File: src/rtl/core/sbpr_pkg.sv
// ----------------------------------------------------------------------------
// sbpr_pkg
// Shared types, constants and codes of the spectrum bar and peak renderer.
// ----------------------------------------------------------------------------
package sbpr_pkg;

  // Sizes
  localparam int NUM_BANDS_DEF = 16;
  localparam int BAND_W        = 4;
  localparam int MAG_W         = 8;
  localparam int PIX_W         = 10;
  localparam int GAIN_W        = 9;
  localparam int STEP_W        = 16;
  localparam int LEVEL_W       = 18;   // Q10.8 pixels
  localparam int COLOR_W       = 2;
  localparam int CFG_IDX_W     = 3;
  localparam int CFG_DATA_W    = 16;
  localparam int MAX_CMDS      = 3;
  localparam int CNT_W         = 2;

  // Request kinds
  localparam logic REQ_BAND    = 1'b0;
  localparam logic REQ_RESTART = 1'b1;

  // Color kinds
  localparam logic [COLOR_W-1:0] COLOR_BAND  = 2'd0;
  localparam logic [COLOR_W-1:0] COLOR_BG    = 2'd1;
  localparam logic [COLOR_W-1:0] COLOR_WHITE = 2'd2;

  // Peak marker thickness
  localparam logic [PIX_W-1:0] PEAK_H = 10'd2;

  // Register indexes
  localparam logic [CFG_IDX_W-1:0] CFG_SCREEN_HEIGHT  = 3'd0;
  localparam logic [CFG_IDX_W-1:0] CFG_MAX_BAR_HEIGHT = 3'd1;
  localparam logic [CFG_IDX_W-1:0] CFG_BAR_PITCH      = 3'd2;
  localparam logic [CFG_IDX_W-1:0] CFG_BAR_WIDTH      = 3'd3;
  localparam logic [CFG_IDX_W-1:0] CFG_X_OFFSET       = 3'd4;
  localparam logic [CFG_IDX_W-1:0] CFG_ATTACK_GAIN    = 3'd5;
  localparam logic [CFG_IDX_W-1:0] CFG_DECAY_GAIN     = 3'd6;
  localparam logic [CFG_IDX_W-1:0] CFG_PEAK_FALL_STEP = 3'd7;

  // Register reset values
  localparam logic [PIX_W-1:0]  RST_SCREEN_HEIGHT  = 10'd240;
  localparam logic [PIX_W-1:0]  RST_MAX_BAR_HEIGHT = 10'd220;
  localparam logic [PIX_W-1:0]  RST_BAR_PITCH      = 10'd15;
  localparam logic [PIX_W-1:0]  RST_BAR_WIDTH      = 10'd12;
  localparam logic [PIX_W-1:0]  RST_X_OFFSET       = 10'd0;
  localparam logic [GAIN_W-1:0] RST_ATTACK_GAIN    = 9'd154;
  localparam logic [GAIN_W-1:0] RST_DECAY_GAIN     = 9'd64;
  localparam logic [STEP_W-1:0] RST_PEAK_FALL_STEP = 16'd676;

  typedef struct packed {
    logic [PIX_W-1:0]  screen_height;
    logic [PIX_W-1:0]  max_bar_height;
    logic [PIX_W-1:0]  bar_pitch;
    logic [PIX_W-1:0]  bar_width;
    logic [PIX_W-1:0]  x_offset;
    logic [GAIN_W-1:0] attack_gain;
    logic [GAIN_W-1:0] decay_gain;
    logic [STEP_W-1:0] peak_fall_step;
  } sbpr_cfg_t;

  typedef struct packed {
    logic              req_type;
    logic [BAND_W-1:0] band;
    logic [MAG_W-1:0]  magnitude;
  } sbpr_req_t;

  typedef struct packed {
    logic               full_screen;
    logic [PIX_W-1:0]   rect_x;
    logic [PIX_W-1:0]   rect_y;
    logic [PIX_W-1:0]   rect_width;
    logic [PIX_W-1:0]   rect_height;
    logic [COLOR_W-1:0] color_kind;
    logic [BAND_W-1:0]  band_out;
    logic               last;
  } sbpr_cmd_t;

  // One band table entry
  typedef struct packed {
    logic [LEVEL_W-1:0] bar_level;
    logic [LEVEL_W-1:0] peak_level;
    logic [PIX_W-1:0]   shown_bar;
    logic [PIX_W-1:0]   shown_peak;
  } sbpr_entry_t;

  // Command batch handed from the controller to the output buffer
  typedef struct packed {
    logic                         load;
    logic [CNT_W-1:0]             count;
    sbpr_cmd_t [MAX_CMDS-1:0]     cmds;
  } sbpr_load_t;

endpackage

File: src/rtl/core/sbpr_chan_if.sv
// ----------------------------------------------------------------------------
// sbpr_chan_if
// Valid/ready channel carrying one word of payload type T.
// ----------------------------------------------------------------------------
interface sbpr_chan_if #(parameter type T = logic) ();
  logic valid;
  logic ready;
  T     data;

  modport source (output valid, output data, input ready);
  modport sink   (input valid, input data, output ready);
endinterface

File: src/rtl/core/sbpr_cfg_regs.sv
// ----------------------------------------------------------------------------
// sbpr_cfg_regs
// Configuration register file, write only.
// ----------------------------------------------------------------------------
module sbpr_cfg_regs (
  input  logic                            clk,
  input  logic                            rst,
  input  logic                            cfg_we,
  input  logic [sbpr_pkg::CFG_IDX_W-1:0]  cfg_index,
  input  logic [sbpr_pkg::CFG_DATA_W-1:0] cfg_wdata,
  output sbpr_pkg::sbpr_cfg_t             cfg
);
  import sbpr_pkg::*;

  // register writes
  always_ff @(posedge clk) begin
    if (rst) begin
      cfg.screen_height  <= RST_SCREEN_HEIGHT;
      cfg.max_bar_height <= RST_MAX_BAR_HEIGHT;
      cfg.bar_pitch      <= RST_BAR_PITCH;
      cfg.bar_width      <= RST_BAR_WIDTH;
      cfg.x_offset       <= RST_X_OFFSET;
      cfg.attack_gain    <= RST_ATTACK_GAIN;
      cfg.decay_gain     <= RST_DECAY_GAIN;
      cfg.peak_fall_step <= RST_PEAK_FALL_STEP;
    end else if (cfg_we) begin
      unique case (cfg_index)
        CFG_SCREEN_HEIGHT:  cfg.screen_height  <= cfg_wdata[PIX_W-1:0];
        CFG_MAX_BAR_HEIGHT: cfg.max_bar_height <= cfg_wdata[PIX_W-1:0];
        CFG_BAR_PITCH:      cfg.bar_pitch      <= cfg_wdata[PIX_W-1:0];
        CFG_BAR_WIDTH:      cfg.bar_width      <= cfg_wdata[PIX_W-1:0];
        CFG_X_OFFSET:       cfg.x_offset       <= cfg_wdata[PIX_W-1:0];
        CFG_ATTACK_GAIN:    cfg.attack_gain    <= cfg_wdata[GAIN_W-1:0];
        CFG_DECAY_GAIN:     cfg.decay_gain     <= cfg_wdata[GAIN_W-1:0];
        CFG_PEAK_FALL_STEP: cfg.peak_fall_step <= cfg_wdata[STEP_W-1:0];
        default: ;
      endcase
    end
  end

endmodule

File: src/rtl/core/sbpr_band_mem.sv
// ----------------------------------------------------------------------------
// sbpr_band_mem
// Band table: one entry per band, one port, registered read.
// ----------------------------------------------------------------------------
module sbpr_band_mem #(
  parameter  int NUM_BANDS = sbpr_pkg::NUM_BANDS_DEF,
  localparam int IDX_W     = (NUM_BANDS > 1) ? $clog2(NUM_BANDS) : 1
) (
  input  logic                  clk,
  input  logic                  rd_en,
  input  logic                  wr_en,
  input  logic [IDX_W-1:0]      addr,
  input  sbpr_pkg::sbpr_entry_t wdata,
  output sbpr_pkg::sbpr_entry_t rdata
);
  import sbpr_pkg::*;

  sbpr_entry_t mem [NUM_BANDS];

  // write and registered read
  always_ff @(posedge clk) begin
    if (wr_en) begin
      mem[addr] <= wdata;
    end
    if (rd_en) begin
      rdata <= mem[addr];
    end
  end

endmodule

File: src/rtl/core/sbpr_cmd_buf.sv
// ----------------------------------------------------------------------------
// sbpr_cmd_buf
// Holds the commands of one item and hands them out one word at a time.
// ----------------------------------------------------------------------------
module sbpr_cmd_buf (
  input  logic                 clk,
  input  logic                 rst,
  input  sbpr_pkg::sbpr_load_t load,
  output logic                 empty,
  output logic                 cmd_valid,
  input  logic                 cmd_ready,
  output sbpr_pkg::sbpr_cmd_t  cmd_data
);
  import sbpr_pkg::*;

  sbpr_cmd_t        slots [MAX_CMDS];
  sbpr_cmd_t        slots_next [MAX_CMDS];
  logic [CNT_W-1:0] count;
  logic [CNT_W-1:0] head;

  assign empty     = (head == count);
  assign cmd_valid = !empty;
  assign cmd_data  = slots[head];

  // tag the final word of the batch
  always_comb begin
    for (int i = 0; i < MAX_CMDS; i++) begin
      slots_next[i]      = load.cmds[i];
      slots_next[i].last = (CNT_W'(i) == load.count - 1'b1);
    end
  end

  // counters
  always_ff @(posedge clk) begin
    if (rst) begin
      count <= '0;
      head  <= '0;
    end else if (load.load) begin
      count <= load.count;
      head  <= '0;
    end else if (cmd_valid && cmd_ready) begin
      head <= head + 1'b1;
    end
  end

  // payload
  always_ff @(posedge clk) begin
    if (load.load) begin
      slots <= slots_next;
    end
  end

endmodule

File: src/rtl/core/sbpr_ctrl.sv
// ----------------------------------------------------------------------------
// sbpr_ctrl
// Per-item sequencer: target scaling, smoothing, peak hold and command build
// around a read-modify-write of the band table.
// ----------------------------------------------------------------------------
module sbpr_ctrl #(
  parameter  int NUM_BANDS = sbpr_pkg::NUM_BANDS_DEF,
  localparam int IDX_W     = (NUM_BANDS > 1) ? $clog2(NUM_BANDS) : 1
) (
  input  logic                  clk,
  input  logic                  rst,
  input  sbpr_pkg::sbpr_cfg_t   cfg,
  input  logic                  req_valid,
  output logic                  req_ready,
  input  sbpr_pkg::sbpr_req_t   req_data,
  output logic                  mem_rd_en,
  output logic                  mem_wr_en,
  output logic [IDX_W-1:0]      mem_addr,
  output sbpr_pkg::sbpr_entry_t mem_wdata,
  input  sbpr_pkg::sbpr_entry_t mem_rdata,
  input  logic                  buf_empty,
  output sbpr_pkg::sbpr_load_t  load
);
  import sbpr_pkg::*;

  localparam logic [3:0] ST_IDLE   = 4'd0;
  localparam logic [3:0] ST_TGT1   = 4'd1;
  localparam logic [3:0] ST_TGT2   = 4'd2;
  localparam logic [3:0] ST_TGT3   = 4'd3;
  localparam logic [3:0] ST_SMOOTH = 4'd4;
  localparam logic [3:0] ST_APPLY  = 4'd5;
  localparam logic [3:0] ST_PEAK   = 4'd6;
  localparam logic [3:0] ST_ROUND  = 4'd7;
  localparam logic [3:0] ST_SHOW   = 4'd8;
  localparam logic [3:0] ST_RST    = 4'd9;

  // level + 0.5, to whole pixels, clamped to the bar maximum
  function automatic logic [PIX_W-1:0] round_clamp(input logic [LEVEL_W-1:0] lvl,
                                                   input logic [PIX_W-1:0]   lim);
    logic [LEVEL_W:0] sum;
    logic [PIX_W:0]   pix;
    sum = {1'b0, lvl} + (LEVEL_W+1)'(128);
    pix = sum[LEVEL_W:8];
    return (pix > {1'b0, lim}) ? lim : pix[PIX_W-1:0];
  endfunction

  // h - v, floored at zero
  function automatic logic [PIX_W-1:0] top_at(input logic [PIX_W-1:0] h,
                                              input logic [PIX_W-1:0] v);
    return (v > h) ? '0 : h - v;
  endfunction

  // h - v - 1, floored at zero
  function automatic logic [PIX_W-1:0] top_above(input logic [PIX_W-1:0] h,
                                                 input logic [PIX_W-1:0] v);
    return (v >= h) ? '0 : h - v - 1'b1;
  endfunction

  logic [3:0]               state;
  logic [NUM_BANDS-1:0]     band_valid;
  sbpr_req_t                req_r;
  logic [IDX_W-1:0]         idx_r;
  logic                     valid_r;
  logic [LEVEL_W-1:0]       p_r;
  logic [PIX_W:0]           q0_r;
  logic [LEVEL_W-1:0]       target_r;
  logic                     rise_r;
  logic [LEVEL_W+GAIN_W-1:0] prod_r;
  logic [LEVEL_W-1:0]       bar_new_r;
  logic [LEVEL_W-1:0]       peak_new_r;
  logic [PIX_W-1:0]         nbar_r;
  logic [PIX_W-1:0]         npeak_r;
  logic [PIX_W-1:0]         x_r;

  sbpr_entry_t              cur;
  logic                     band_ok;
  logic [LEVEL_W-1:0]       mag_prod;
  logic [BAND_W+PIX_W-1:0]  band_off;
  logic [LEVEL_W-1:0]       y;
  logic [LEVEL_W+8:0]       y257;
  logic [LEVEL_W:0]         q0_255;
  logic [LEVEL_W:0]         rem;
  logic [LEVEL_W-1:0]       target;
  logic                     rise;
  logic [LEVEL_W-1:0]       diff;
  logic [GAIN_W-1:0]        gain;
  logic [LEVEL_W+GAIN_W:0]  step_sum;
  logic [LEVEL_W+1:0]       step;
  logic [LEVEL_W+1:0]       bar_sum;
  logic [LEVEL_W-1:0]       maxq;
  logic [LEVEL_W-1:0]       bar_new;
  logic [LEVEL_W-1:0]       peak_new;
  logic                     e0;
  logic                     e1;
  logic                     e2;
  sbpr_cmd_t                c0;
  sbpr_cmd_t                c1;
  sbpr_cmd_t                c2;
  sbpr_cmd_t                rst_cmd;

  // table entry as seen by this item: a band not written since reset or the last restart reads zero
  assign cur = valid_r ? mem_rdata : '0;

  assign band_ok   = (32'(req_data.band) < NUM_BANDS);
  assign req_ready = (state == ST_IDLE);

  // memory port
  assign mem_rd_en = (state == ST_TGT1);
  assign mem_wr_en = (state == ST_SHOW) && buf_empty;
  assign mem_addr  = idx_r;
  assign mem_wdata = '{bar_level: bar_new_r, peak_level: peak_new_r,
                       shown_bar: nbar_r, shown_peak: npeak_r};

  // target = p + (p + 127) / 255 with p = magnitude * max_bar_height;
  // the quotient comes from y * 257 / 65536, one low at most
  assign mag_prod = {{PIX_W{1'b0}}, req_r.magnitude} * {{MAG_W{1'b0}}, cfg.max_bar_height};
  assign band_off = {{PIX_W{1'b0}}, req_r.band} * {{BAND_W{1'b0}}, cfg.bar_pitch};
  assign y        = p_r + LEVEL_W'(127);
  assign y257     = {9'd0, y} + {1'b0, y, 8'd0};
  assign q0_255   = {q0_r, 8'd0} - {{(LEVEL_W-PIX_W){1'b0}}, q0_r};
  assign rem      = {1'b0, y} - q0_255;
  assign target   = p_r + {{(LEVEL_W-PIX_W-1){1'b0}}, q0_r}
                  + {{(LEVEL_W-1){1'b0}}, (rem >= (LEVEL_W+1)'(255))};

  // smoothing toward the target
  assign rise = (target_r > cur.bar_level);
  assign diff = rise ? (target_r - cur.bar_level) : (cur.bar_level - target_r);
  assign gain = rise ? cfg.attack_gain : cfg.decay_gain;

  assign step_sum = {1'b0, prod_r} + (LEVEL_W+GAIN_W+1)'(128);
  assign step     = step_sum[LEVEL_W+GAIN_W:8];
  assign bar_sum  = {2'b00, cur.bar_level} + step;
  assign maxq     = {cfg.max_bar_height, 8'd0};

  always_comb begin
    if (rise_r) begin
      bar_new = (bar_sum > {2'b00, maxq}) ? maxq : bar_sum[LEVEL_W-1:0];
    end else begin
      bar_new = (step > {2'b00, cur.bar_level}) ? '0
              : cur.bar_level - step[LEVEL_W-1:0];
    end
  end

  // peak hold with fall
  always_comb begin
    if (bar_new_r > cur.peak_level) begin
      peak_new = bar_new_r;
    end else if (cur.peak_level > {2'b00, cfg.peak_fall_step}) begin
      peak_new = cur.peak_level - {2'b00, cfg.peak_fall_step};
    end else begin
      peak_new = '0;
    end
  end

  // candidate commands: bar delta, peak erase, peak draw
  always_comb begin
    c0 = '0;
    c0.rect_x     = x_r;
    c0.rect_width = cfg.bar_width;
    c0.band_out   = req_r.band;
    c1 = c0;
    c2 = c0;
    e0 = (nbar_r != cur.shown_bar);
    if (nbar_r > cur.shown_bar) begin
      c0.rect_y      = top_at(cfg.screen_height, nbar_r);
      c0.rect_height = nbar_r - cur.shown_bar;
      c0.color_kind  = COLOR_BAND;
    end else begin
      c0.rect_y      = top_at(cfg.screen_height, cur.shown_bar);
      c0.rect_height = cur.shown_bar - nbar_r;
      c0.color_kind  = COLOR_BG;
    end
    e1 = (cur.shown_peak != npeak_r);
    c1.rect_y      = top_above(cfg.screen_height, cur.shown_peak);
    c1.rect_height = PEAK_H;
    c1.color_kind  = (cur.shown_peak <= nbar_r) ? COLOR_BAND : COLOR_BG;
    e2 = (npeak_r > nbar_r);
    c2.rect_y      = top_above(cfg.screen_height, npeak_r);
    c2.rect_height = PEAK_H;
    c2.color_kind  = COLOR_WHITE;
    rst_cmd = '0;
    rst_cmd.full_screen = 1'b1;
    rst_cmd.color_kind  = COLOR_BG;
  end

  // batch to the output buffer, packed to the front
  always_comb begin
    load = '0;
    if (state == ST_RST) begin
      load.load    = buf_empty;
      load.count   = CNT_W'(1);
      load.cmds[0] = rst_cmd;
    end else if (state == ST_SHOW) begin
      load.load    = buf_empty;
      load.count   = {1'b0, e0} + {1'b0, e1} + {1'b0, e2};
      load.cmds[0] = e0 ? c0 : (e1 ? c1 : c2);
      load.cmds[1] = (e0 && e1) ? c1 : c2;
      load.cmds[2] = c2;
    end
  end

  // sequencer and valid bits
  always_ff @(posedge clk) begin
    if (rst) begin
      state      <= ST_IDLE;
      band_valid <= '0;
    end else begin
      unique case (state)
        ST_IDLE: begin
          if (req_valid) begin
            if (req_data.req_type == REQ_RESTART) begin
              band_valid <= '0;
              state      <= ST_RST;
            end else if (band_ok) begin
              state <= ST_TGT1;
            end
          end
        end
        ST_TGT1:   state <= ST_TGT2;
        ST_TGT2:   state <= ST_TGT3;
        ST_TGT3:   state <= ST_SMOOTH;
        ST_SMOOTH: state <= ST_APPLY;
        ST_APPLY:  state <= ST_PEAK;
        ST_PEAK:   state <= ST_ROUND;
        ST_ROUND:  state <= ST_SHOW;
        ST_SHOW: begin
          if (buf_empty) begin
            band_valid[idx_r] <= 1'b1;
            state             <= ST_IDLE;
          end
        end
        ST_RST: begin
          if (buf_empty) begin
            state <= ST_IDLE;
          end
        end
        default: state <= ST_IDLE;
      endcase
    end
  end

  // datapath registers
  always_ff @(posedge clk) begin
    if (req_valid && req_ready) begin
      req_r <= req_data;
      idx_r <= IDX_W'(req_data.band);
    end
    if (state == ST_TGT1) begin
      p_r     <= mag_prod;
      x_r     <= cfg.x_offset + band_off[PIX_W-1:0];
      valid_r <= band_valid[idx_r];
    end
    if (state == ST_TGT2) begin
      q0_r <= y257[LEVEL_W+8:16];
    end
    if (state == ST_TGT3) begin
      target_r <= target;
    end
    if (state == ST_SMOOTH) begin
      rise_r <= rise;
      prod_r <= diff * gain;
    end
    if (state == ST_APPLY) begin
      bar_new_r <= bar_new;
    end
    if (state == ST_PEAK) begin
      peak_new_r <= peak_new;
      nbar_r     <= round_clamp(bar_new_r, cfg.max_bar_height);
    end
    if (state == ST_ROUND) begin
      npeak_r <= round_clamp(peak_new_r, cfg.max_bar_height);
    end
  end

endmodule

File: src/rtl/core/spectrum_bar_peak_renderer.sv
// ----------------------------------------------------------------------------
// spectrum_bar_peak_renderer
// Turns band magnitudes into smoothed bars with peak hold and emits delta
// rectangle commands for a display.
// ----------------------------------------------------------------------------
//   channel  dir  payload          words per item
//   req      in   sbpr_req_t       1
//   cmd      out  sbpr_cmd_t       0..3 (last set on the final word)
//   cfg_*    in   index + data     write only, taken every cycle
//
// A band update holds req.ready low from acceptance through the table read
// with the scaling multiply, target division, smoothing multiply, apply,
// peak, round, and write-back with the batch load. A restart holds ready low
// until its clear command is loaded. Commands drain from a 3-word buffer one
// word per cycle while cmd.ready is high, as the next item starts; write-back
// and batch load wait until the previous batch has fully drained, which
// stretches the item by the output stall. Reset is synchronous; it clears the
// band valid bits, the table itself is not swept.
// ----------------------------------------------------------------------------
module spectrum_bar_peak_renderer #(
  parameter int NUM_BANDS = sbpr_pkg::NUM_BANDS_DEF
) (
  input  logic                            clk,
  input  logic                            rst,
  input  logic                            cfg_we,
  input  logic [sbpr_pkg::CFG_IDX_W-1:0]  cfg_index,
  input  logic [sbpr_pkg::CFG_DATA_W-1:0] cfg_wdata,
  sbpr_chan_if.sink                       req,
  sbpr_chan_if.source                     cmd
);
  import sbpr_pkg::*;

  localparam int IDX_W = (NUM_BANDS > 1) ? $clog2(NUM_BANDS) : 1;

  sbpr_cfg_t        cfg;
  logic             mem_rd_en;
  logic             mem_wr_en;
  logic [IDX_W-1:0] mem_addr;
  sbpr_entry_t      mem_wdata;
  sbpr_entry_t      mem_rdata;
  logic             buf_empty;
  sbpr_load_t       load;

  sbpr_cfg_regs u_cfg (
    .clk       (clk),
    .rst       (rst),
    .cfg_we    (cfg_we),
    .cfg_index (cfg_index),
    .cfg_wdata (cfg_wdata),
    .cfg       (cfg)
  );

  sbpr_band_mem #(.NUM_BANDS(NUM_BANDS)) u_mem (
    .clk   (clk),
    .rd_en (mem_rd_en),
    .wr_en (mem_wr_en),
    .addr  (mem_addr),
    .wdata (mem_wdata),
    .rdata (mem_rdata)
  );

  sbpr_ctrl #(.NUM_BANDS(NUM_BANDS)) u_ctrl (
    .clk       (clk),
    .rst       (rst),
    .cfg       (cfg),
    .req_valid (req.valid),
    .req_ready (req.ready),
    .req_data  (req.data),
    .mem_rd_en (mem_rd_en),
    .mem_wr_en (mem_wr_en),
    .mem_addr  (mem_addr),
    .mem_wdata (mem_wdata),
    .mem_rdata (mem_rdata),
    .buf_empty (buf_empty),
    .load      (load)
  );

  sbpr_cmd_buf u_buf (
    .clk       (clk),
    .rst       (rst),
    .load      (load),
    .empty     (buf_empty),
    .cmd_valid (cmd.valid),
    .cmd_ready (cmd.ready),
    .cmd_data  (cmd.data)
  );

endmodule
File: src/flat_wrapper.sv
// flat-port wrapper written by rule: the top's interface ports become plain ports
module spectrum_bar_peak_renderer_flat import sbpr_pkg::*;
#(
  parameter int NUM_BANDS = sbpr_pkg::NUM_BANDS_DEF
)
  (clk, rst, cfg_we, cfg_index, cfg_wdata, req_valid, req_data, req_ready, cmd_valid, cmd_data, cmd_ready);
  sbpr_chan_if req_i ();
  sbpr_chan_if cmd_i ();
  input  logic clk;
  input  logic rst;
  input  logic cfg_we;
  input  logic [sbpr_pkg::CFG_IDX_W-1:0] cfg_index;
  input  logic [sbpr_pkg::CFG_DATA_W-1:0] cfg_wdata;
  input wire logic [$bits(req_i.valid)-1:0] req_valid;
  input wire logic [$bits(req_i.data)-1:0] req_data;
  output wire logic [$bits(req_i.ready)-1:0] req_ready;
  output wire logic [$bits(cmd_i.valid)-1:0] cmd_valid;
  output wire logic [$bits(cmd_i.data)-1:0] cmd_data;
  input wire logic [$bits(cmd_i.ready)-1:0] cmd_ready;
  assign req_i.valid = req_valid;
  assign req_i.data = req_data;
  assign req_ready = req_i.ready;
  assign cmd_valid = cmd_i.valid;
  assign cmd_data = cmd_i.data;
  assign cmd_i.ready = cmd_ready;
  spectrum_bar_peak_renderer #(.NUM_BANDS(NUM_BANDS)) u_core (.clk(clk), .rst(rst), .cfg_we(cfg_we), .cfg_index(cfg_index), .cfg_wdata(cfg_wdata), .req(req_i), .cmd(cmd_i));
endmodule
File: config.mk
export PLATFORM = sky130hd
export DESIGN_NAME = spectrum_bar_peak_renderer_flat
export DESIGN_NICKNAME = d
export VERILOG_FILES = /design/src/rtl/core/sbpr_pkg.sv /design/src/rtl/core/sbpr_chan_if.sv /design/src/rtl/core/sbpr_cfg_regs.sv /design/src/rtl/core/sbpr_band_mem.sv /design/src/rtl/core/sbpr_cmd_buf.sv /design/src/rtl/core/sbpr_ctrl.sv /design/src/rtl/core/spectrum_bar_peak_renderer.sv /design/src/flat_wrapper.sv
export SDC_FILE = /design/constraint.sdc
export NUM_CORES = 1
export LEC_CHECK = 0
export ABC_AREA = 1
export BUFFER_PORTS_ARGS = -buffer_cell sky130_fd_sc_hd__buf_2
export CORE_AREA = 5 5 321 559
export DETAILED_ROUTE_END_ITERATION = 8
export DIE_AREA = 0 0 326 564
export GPL_TIMING_DRIVEN = 0
export SLEW_MARGIN = 40
export SYNTH_ARGS = -nofsm -noshare
export SYNTH_HDL_FRONTEND = slang
export SYNTH_HIERARCHICAL = 1
export SYNTH_SLANG_ARGS = --single-unit
File: constraint.sdc
create_clock -name clk -period 8.3 [get_ports clk]
set_clock_uncertainty 0.05 [all_clocks]
set_input_delay 0.83 -clock clk [delete_from_list [all_inputs] [get_ports clk]]
set_output_delay 0.83 -clock clk [all_outputs]
set_load 0.02 [all_outputs]
==> key figures, run 1 <==
Detailed routing
  – Total number of vias: 48400
  – Total iterations of the first detailed-routing run: 5
  – Sum of routed wire length over all layers: 200000 um
  – Routed length per instance: 20.5 um
  – Remaining antenna violation count after routing: 0
  – Mean number of vias per cell: 4.96
  – Residual DRC count: 0
  – Drt first-iter violations: 3133

Global routing
  – First-pass GRT wire length: 295000 um
  – Global route overflow: 0
  – Initial antenna violation count: 4
  – Global Route Usage Sum: 21.3%
  – Via count of the first global-routing pass: 49300
  – Largest net degree at the start of global routing: 22

Setup path
  – Crit path max-delay cell type: fa_1
  – Critical Path End Type: register
  – Critical path class: register to register
  – Max Fanout on Critical Path: 19
  – Required time of the critical path: 8690 ps
  – Stage delay of the slowest cell on the critical path: 550 ps
  – Startpoint class of the critical path: register
  – Arrival time of the worst setup path: 8360 ps

STA
  – Final worst path period share: 96.0%
  – RSZ-0062 raised after global routing: no
  – Worst relative slew slack: 40.8%
  – Worst Max-Slew Pin Slew: 888 ps
  – Post-route minimum period: 7970 ps
  – Endpoints failing setup: 0
  – Final worst slack: 335 ps
  – Max Fclk: 126 MHz
  – Final hold vios: 0
  – Max Slew Vio Count: 0

Clock network
  – Number of buffers created by CTS: 102
  – Number of sinks handled by clock tree synthesis: 1160
  – Clock tree from TritonCTS: built
  – Clk Latency, worst-skew pair: 730 ps
  – Clock transition at the register clock pins on the worst setup and hold paths after CTS: 70 ps
  – Clock Path Buffers: 3
  – Cell at the root of the clock tree: clkbuf_16
  – Htree depth: 3

Layout
  – NumNets Final: 7921
  – Fin area: 73600 um2
  – Leading cell type in the layout, fill and taps excluded: nand2_1
  – Storage element area: 34200 um2
  – Leading cell types in the layout, fill and taps excluded: nand2_1 (3164), edfxtp_1 (1092), inv_1 (815)
  – Final non-filler cell total: 9761
  – Ratio of cells with drive above 1 in the final layout: 7.98%
  – Layout filler cell count: 17000
  – Area growth, synth to finish: 12.9%
  – Footprint of the multi-input gates: 26600 um2

Floorplan
  – Y dimension of the die: 564 um
  – Horizontal die dimension: 326 um
  – Full die area: 184000 um2
  – Site row count: 203
  – Number of ports placed on the die boundary: 28
  – Effective utilization at floorplan: 37.4%
  – Std-Cell Core Area: 174000 um2

Placed design
  – Number of buffers added on ports: 27
  – Instance area at placement: 69800 um2
  – Worst-case setup slack after placement: -1580 ps
  – Final Wtd Congestion: 0.936
  – Placed Instances: 9549
  – Placed wire-length estimate after detailed placement: 155000 um

Synthesis
  – Synthesized area per cell: 9.08 um2
  – Post-synth design cell area: 65100 um2
  – Count of synthesis-stage warnings from yosys: 6
  – Gate count of the mapped netlist: 7174

Hold path
  – Path category of the worst min-delay check: input pin to register

Run status
  – Result of the run: complete, no violations

Job
  – # Max-Cap Violations: 0
==> routing by layer <==
metal	GRT usage, %	wire length (um)
met2	41.9	109000
met5	0	36
met1	20.5	66800
met3	2.33	7680
met4	14.6	16300
==> path summary, 6_finish.rpt <==
| kind | startpoint | endpoint | slack (ps) | cells past startpoint |
|---|---|---|---|---|
| min | req_data | u_core/u_ctrl/req_r[0]$_DFFE_PP_ | 240 | 1 |
| max | u_core/u_ctrl/valid_r$_DFFE_PP_ | u_core/u_ctrl/prod_r[21]$_DFFE_PP_ | 330 | 30 |
| max reg2reg | u_core/u_ctrl/valid_r$_DFFE_PP_ | u_core/u_ctrl/prod_r[21]$_DFFE_PP_ | 330 | 30 |
| min reg2reg | u_core/u_ctrl/band_valid[10]$_SDFFE_PP0P_ | u_core/u_ctrl/band_valid[10]$_SDFFE_PP0P_ | 410 | 2 |
==> stage by stage <==
step,utilization [%],TNS [ps],hold slack (ps)
2_1_floorplan,-,0,370
3_3_place_gp,39.1,-28090,394
3_5_place_dp,40.1,-21960,399
4_1_cts,42.1,0,192
5_1_grt,42.2,0,219
6_report,42.2,0,240
==> critical path, delay by kind of cell (launching register included) <==
kind            cells  cell delay [ps]
simple gates        8             1230
buf+inv             9             1430
fa+ha+maj           6             2770
xor+xnor            2              570
compound gates      5             1200
flops               1              360
==> flip-flops by register name (all words and copies together) (netlist names), 3 cells and up <==
signal	flops
u_core/u_ctrl/nbar_r	10
u_core/u_ctrl/band_valid	16
u_core/u_ctrl/p_r	18
u_core/u_ctrl/prod_r	20
u_core/u_ctrl/npeak_r	10
u_core/u_mem/mem	896
u_core/u_ctrl/req_r	8
u_core/u_ctrl/target_r	18
u_core/u_cfg/cfg	44
u_core/u_mem/rdata	56
u_core/u_buf/slots	3
u_core/u_ctrl/peak_new_r	18
u_core/u_ctrl/q0_r	11
u_core/u_ctrl/mem_addr	4
u_core/u_ctrl/bar_new_r	18
u_core/u_ctrl/state	4
==> repair_timing <==
item | CTS | global route
hold buffers | 0 | 0
setup endpoints to repair | 20 | 9
pin swaps | 5 | 3
resized for setup | 33 | 27
setup buffers | 8 | 6
==> cell type report <==
type	count	area share [%]
antenna	2	0.00680
tap	2255	3.84
clock inverter	71	0.813
inverter	838	4.29
clock buffer	120	3.62
multi-input combinational	4907	36.2
timing repair buffer	130	2.46
buffer	278	2.34
sequential	1160	46.4
Power of run 1 is left out: the tool's default activity adds up to more than one toggle a clock period on the data nets, which glitch-free logic cannot reach.
==> inputs of run 2 (changes only) <==
--- a/config.mk
+++ b/config.mk
@@ -11,6 +11,7 @@
 export DETAILED_ROUTE_END_ITERATION = 8
 export DIE_AREA = 0 0 326 564
 export GPL_TIMING_DRIVEN = 0
+export REMOVE_ABC_BUFFERS = 1
 export SLEW_MARGIN = 40
 export SYNTH_ARGS = -nofsm -noshare
 export SYNTH_HDL_FRONTEND = slang
==> key figures, run 2 (same netlist as run 1, synthesis figures left out) <==
Layout
  – Number of flip-flops in the largest register: 896 (unchanged)
  – Regs by FF count: u_core/u_mem/mem (896), u_core/u_mem/rdata (56), u_core/u_cfg/cfg (44) (unchanged)
  – Largest reg by FF count: u_core/u_mem/mem (unchanged)
  – NumNets Final: 7725 (was 7921)
  – Layout filler cell count: 16800 (was 17000)
  – Ratio of cells with drive above 1 in the final layout: 6.26% (was 7.98%)
  – Fin area: 73200 um2 (was 73600 um2)
  – Leading cell type in the layout, fill and taps excluded: nand2_1 (unchanged)
  – Leading cell types in the layout, fill and taps excluded: nand2_1 (3168), edfxtp_1 (1092), inv_1 (817) (was nand2_1 (3164), edfxtp_1 (1092), inv_1 (815))
  – Area growth, synth to finish: 12.4% (was 12.9%)

Setup path
  – Critical path class: register to register (unchanged)
  – Stage delay of the slowest cell on the critical path: 540 ps (was 550 ps)
  – Arrival time of the worst setup path: 8380 ps (was 8360 ps)
  – Max Fanout on Critical Path: 19 (unchanged)
  – Required time of the critical path: 8660 ps (was 8690 ps)
  – Startpoint class of the critical path: register (unchanged)
  – Crit path max-delay cell type: o21ai_2 (was fa_1)
  – Critical Path End Type: register (unchanged)

Clock network
  – Cell at the root of the clock tree: clkbuf_16 (unchanged)
  – Clock Path Buffers: 3 (unchanged)
  – Clock transition at the register clock pins on the worst setup and hold paths after CTS: 70 ps (about the same)
  – Post-CTS Hold Buffers: 0 (unchanged)
  – Number of buffers created by CTS: 101 (was 102)
  – Htree depth: 3 (unchanged)
  – Clock tree from TritonCTS: built (unchanged)
  – Clk Latency, worst-skew pair: 710 ps (was 730 ps)
  – Number of sinks handled by clock tree synthesis: 1160 (unchanged)

Floorplan
  – Full die area: 184000 um2 (unchanged)
  – Site row count: 203 (unchanged)
  – Std-Cell Core Area: 174000 um2 (unchanged)
  – Horizontal die dimension: 326 um (unchanged)
  – Number of ports placed on the die boundary: 28 (unchanged)
  – Y dimension of the die: 564 um (unchanged)
  – Effective utilization at floorplan: 37.4% (unchanged)

Global routing
  – First-pass GRT wire length: 278000 um (was 295000 um)
  – Initial antenna violation count: 3 (was 4)
  – Global route overflow: 0 (unchanged)
  – Largest net degree at the start of global routing: 139 (was 22)
  – Via count of the first global-routing pass: 47400 (was 49300)
  – Global Route Usage Sum: 19.6% (was 21.3%)

STA
  – Worst Max-Slew Pin Slew: 945 ps (was 888 ps)
  – Final worst path period share: 96.6% (was 96.0%)
  – Max Fclk: 125 MHz (was 126 MHz)
  – Post-route minimum period: 8020 ps (was 7970 ps)
  – RSZ-0062 raised after global routing: no (unchanged)
  – Worst relative slew slack: 36.8% (was 40.8%)
  – Final worst slack: 281 ps (was 335 ps)
  – Final hold vios: 0 (unchanged)
  – Setup TNS: 0 ps (unchanged)
  – Endpoints failing setup: 0 (unchanged)
  – Max Slew Vio Count: 0 (unchanged)

Detailed routing
  – Met3 wirelength from detailed routing: 7630 um (was 7680 um)
  – Total number of vias: 47800 (was 48400)
  – Residual DRC count: 0 (unchanged)
  – Sum of routed wire length over all layers: 184000 um (was 200000 um)
  – Remaining antenna violation count after routing: 0 (unchanged)
  – Routed length per instance: 19.3 um (was 20.5 um)
  – Wire length on met2: 99800 um (was 109000 um)
  – Top Metal Used: met5 (unchanged)
  – Total iterations of the first detailed-routing run: 6 (was 5)
  – WL met1: 64700 um (was 66800 um)
  – Mean number of vias per cell: 5.00 (was 4.96)
  – Drt first-iter violations: 3113 (was 3133)

Placed design
  – Final Wtd Congestion: 0.940 (was 0.936)
  – Placed wire-length estimate after detailed placement: 137000 um (was 155000 um)
  – Worst-case setup slack after placement: -536 ps (was -1580 ps)
  – Instance area at placement: 69900 um2 (was 69800 um2)
  – Number of buffers added on ports: 27 (unchanged)

Hold path
  – Path category of the worst min-delay check: input pin to register (unchanged)

Job
  – # Max-Cap Violations: 0 (unchanged)

Run status
  – Result of the run: complete, no violations (unchanged)
==> run 2: cell types whose count changed in the layout (fill, tap and decap cells not counted), moves of 6 or more <==
cell        before  now
buf_1           10    0
buf_12           7    0
buf_16          22   60
buf_2          142   32
buf_4           31    4
clkbuf_1        90   21
clkbuf_2         6    0
clkinv_2        20   14
clkinvlp_4      10    4
xor2_1         119  125
xor2_4           7    1
==> run 2: area by class of cell <==
type | count | area, um2 | share of cell area (%)
diodes | 1 | 2.50 | 0.00342
clock buffers | 124 | 2660 | 3.63
clock inverters | 62 | 587 | 0.801
inverters | 838 | 3180 | 4.35
multi-input cells | 4908 | 26500 | 36.2
flip-flops and latches | 1160 | 34200 | 46.6
well taps | 2255 | 2820 | 3.85
repair buffers | 212 | 3350 | 4.57
==> run 2: worst paths after layout <==
kind | endpoint | slack, ps | startpoint | depth (start not counted)
setup / recovery | u_core/u_ctrl/prod_r[22]$_DFFE_PP_ | 280 | u_core/u_ctrl/valid_r$_DFFE_PP_ | 30
hold reg to reg | u_core/u_ctrl/band_valid[2]$_SDFFE_PP0P_ | 410 | u_core/u_ctrl/band_valid[2]$_SDFFE_PP0P_ | 2
setup reg to reg | u_core/u_ctrl/prod_r[22]$_DFFE_PP_ | 280 | u_core/u_ctrl/valid_r$_DFFE_PP_ | 30
hold / removal | u_core/u_ctrl/req_r[0]$_DFFE_PP_ | 320 | req_data | 1
==> run 2: per-layer routing <==
metal	global-route usage (%)	up-vias
met5	0	-
met4	11.6	4
met3	2.22	482
met2	37.9	1243
met1	20.2	23100
li1	-	22900
==> run 2: worst max-delay path, delay by kind of cell, from the launching register on <==
kind | cells | cell delay [ps]
AO/OA/AOI/OAI | 5 | 1430
adder cells (fa/ha/maj) | 6 | 2820
AND/OR/NAND/NOR | 10 | 1660
buffers and inverters | 8 | 1240
flip-flops | 1 | 390
XOR/XNOR | 1 | 90
==> run 2: repair_timing <==
item                                    in CTS  in global routing
gates resized for setup                      3                  3
gates cloned                                 0                  1
setup buffers                                1                  2
endpoints found under the setup margin      13                 13
endpoints found under the hold margin        0                  0
pin swaps                                    0                  2
==> run 2: through the flow <==
stage | hold WS, ps | utilization [%] | cells
finish | 323 | 42.0 | 9560
global route | 311 | 42.0 | 9560
CTS | 296 | 42.0 | 9552
detailed placement | 401 | 40.1 | 9365
global placement | 395 | 38.1 | 9187
floorplan | 370 | - | 6905
Power of run 2 is left out for the same reason.
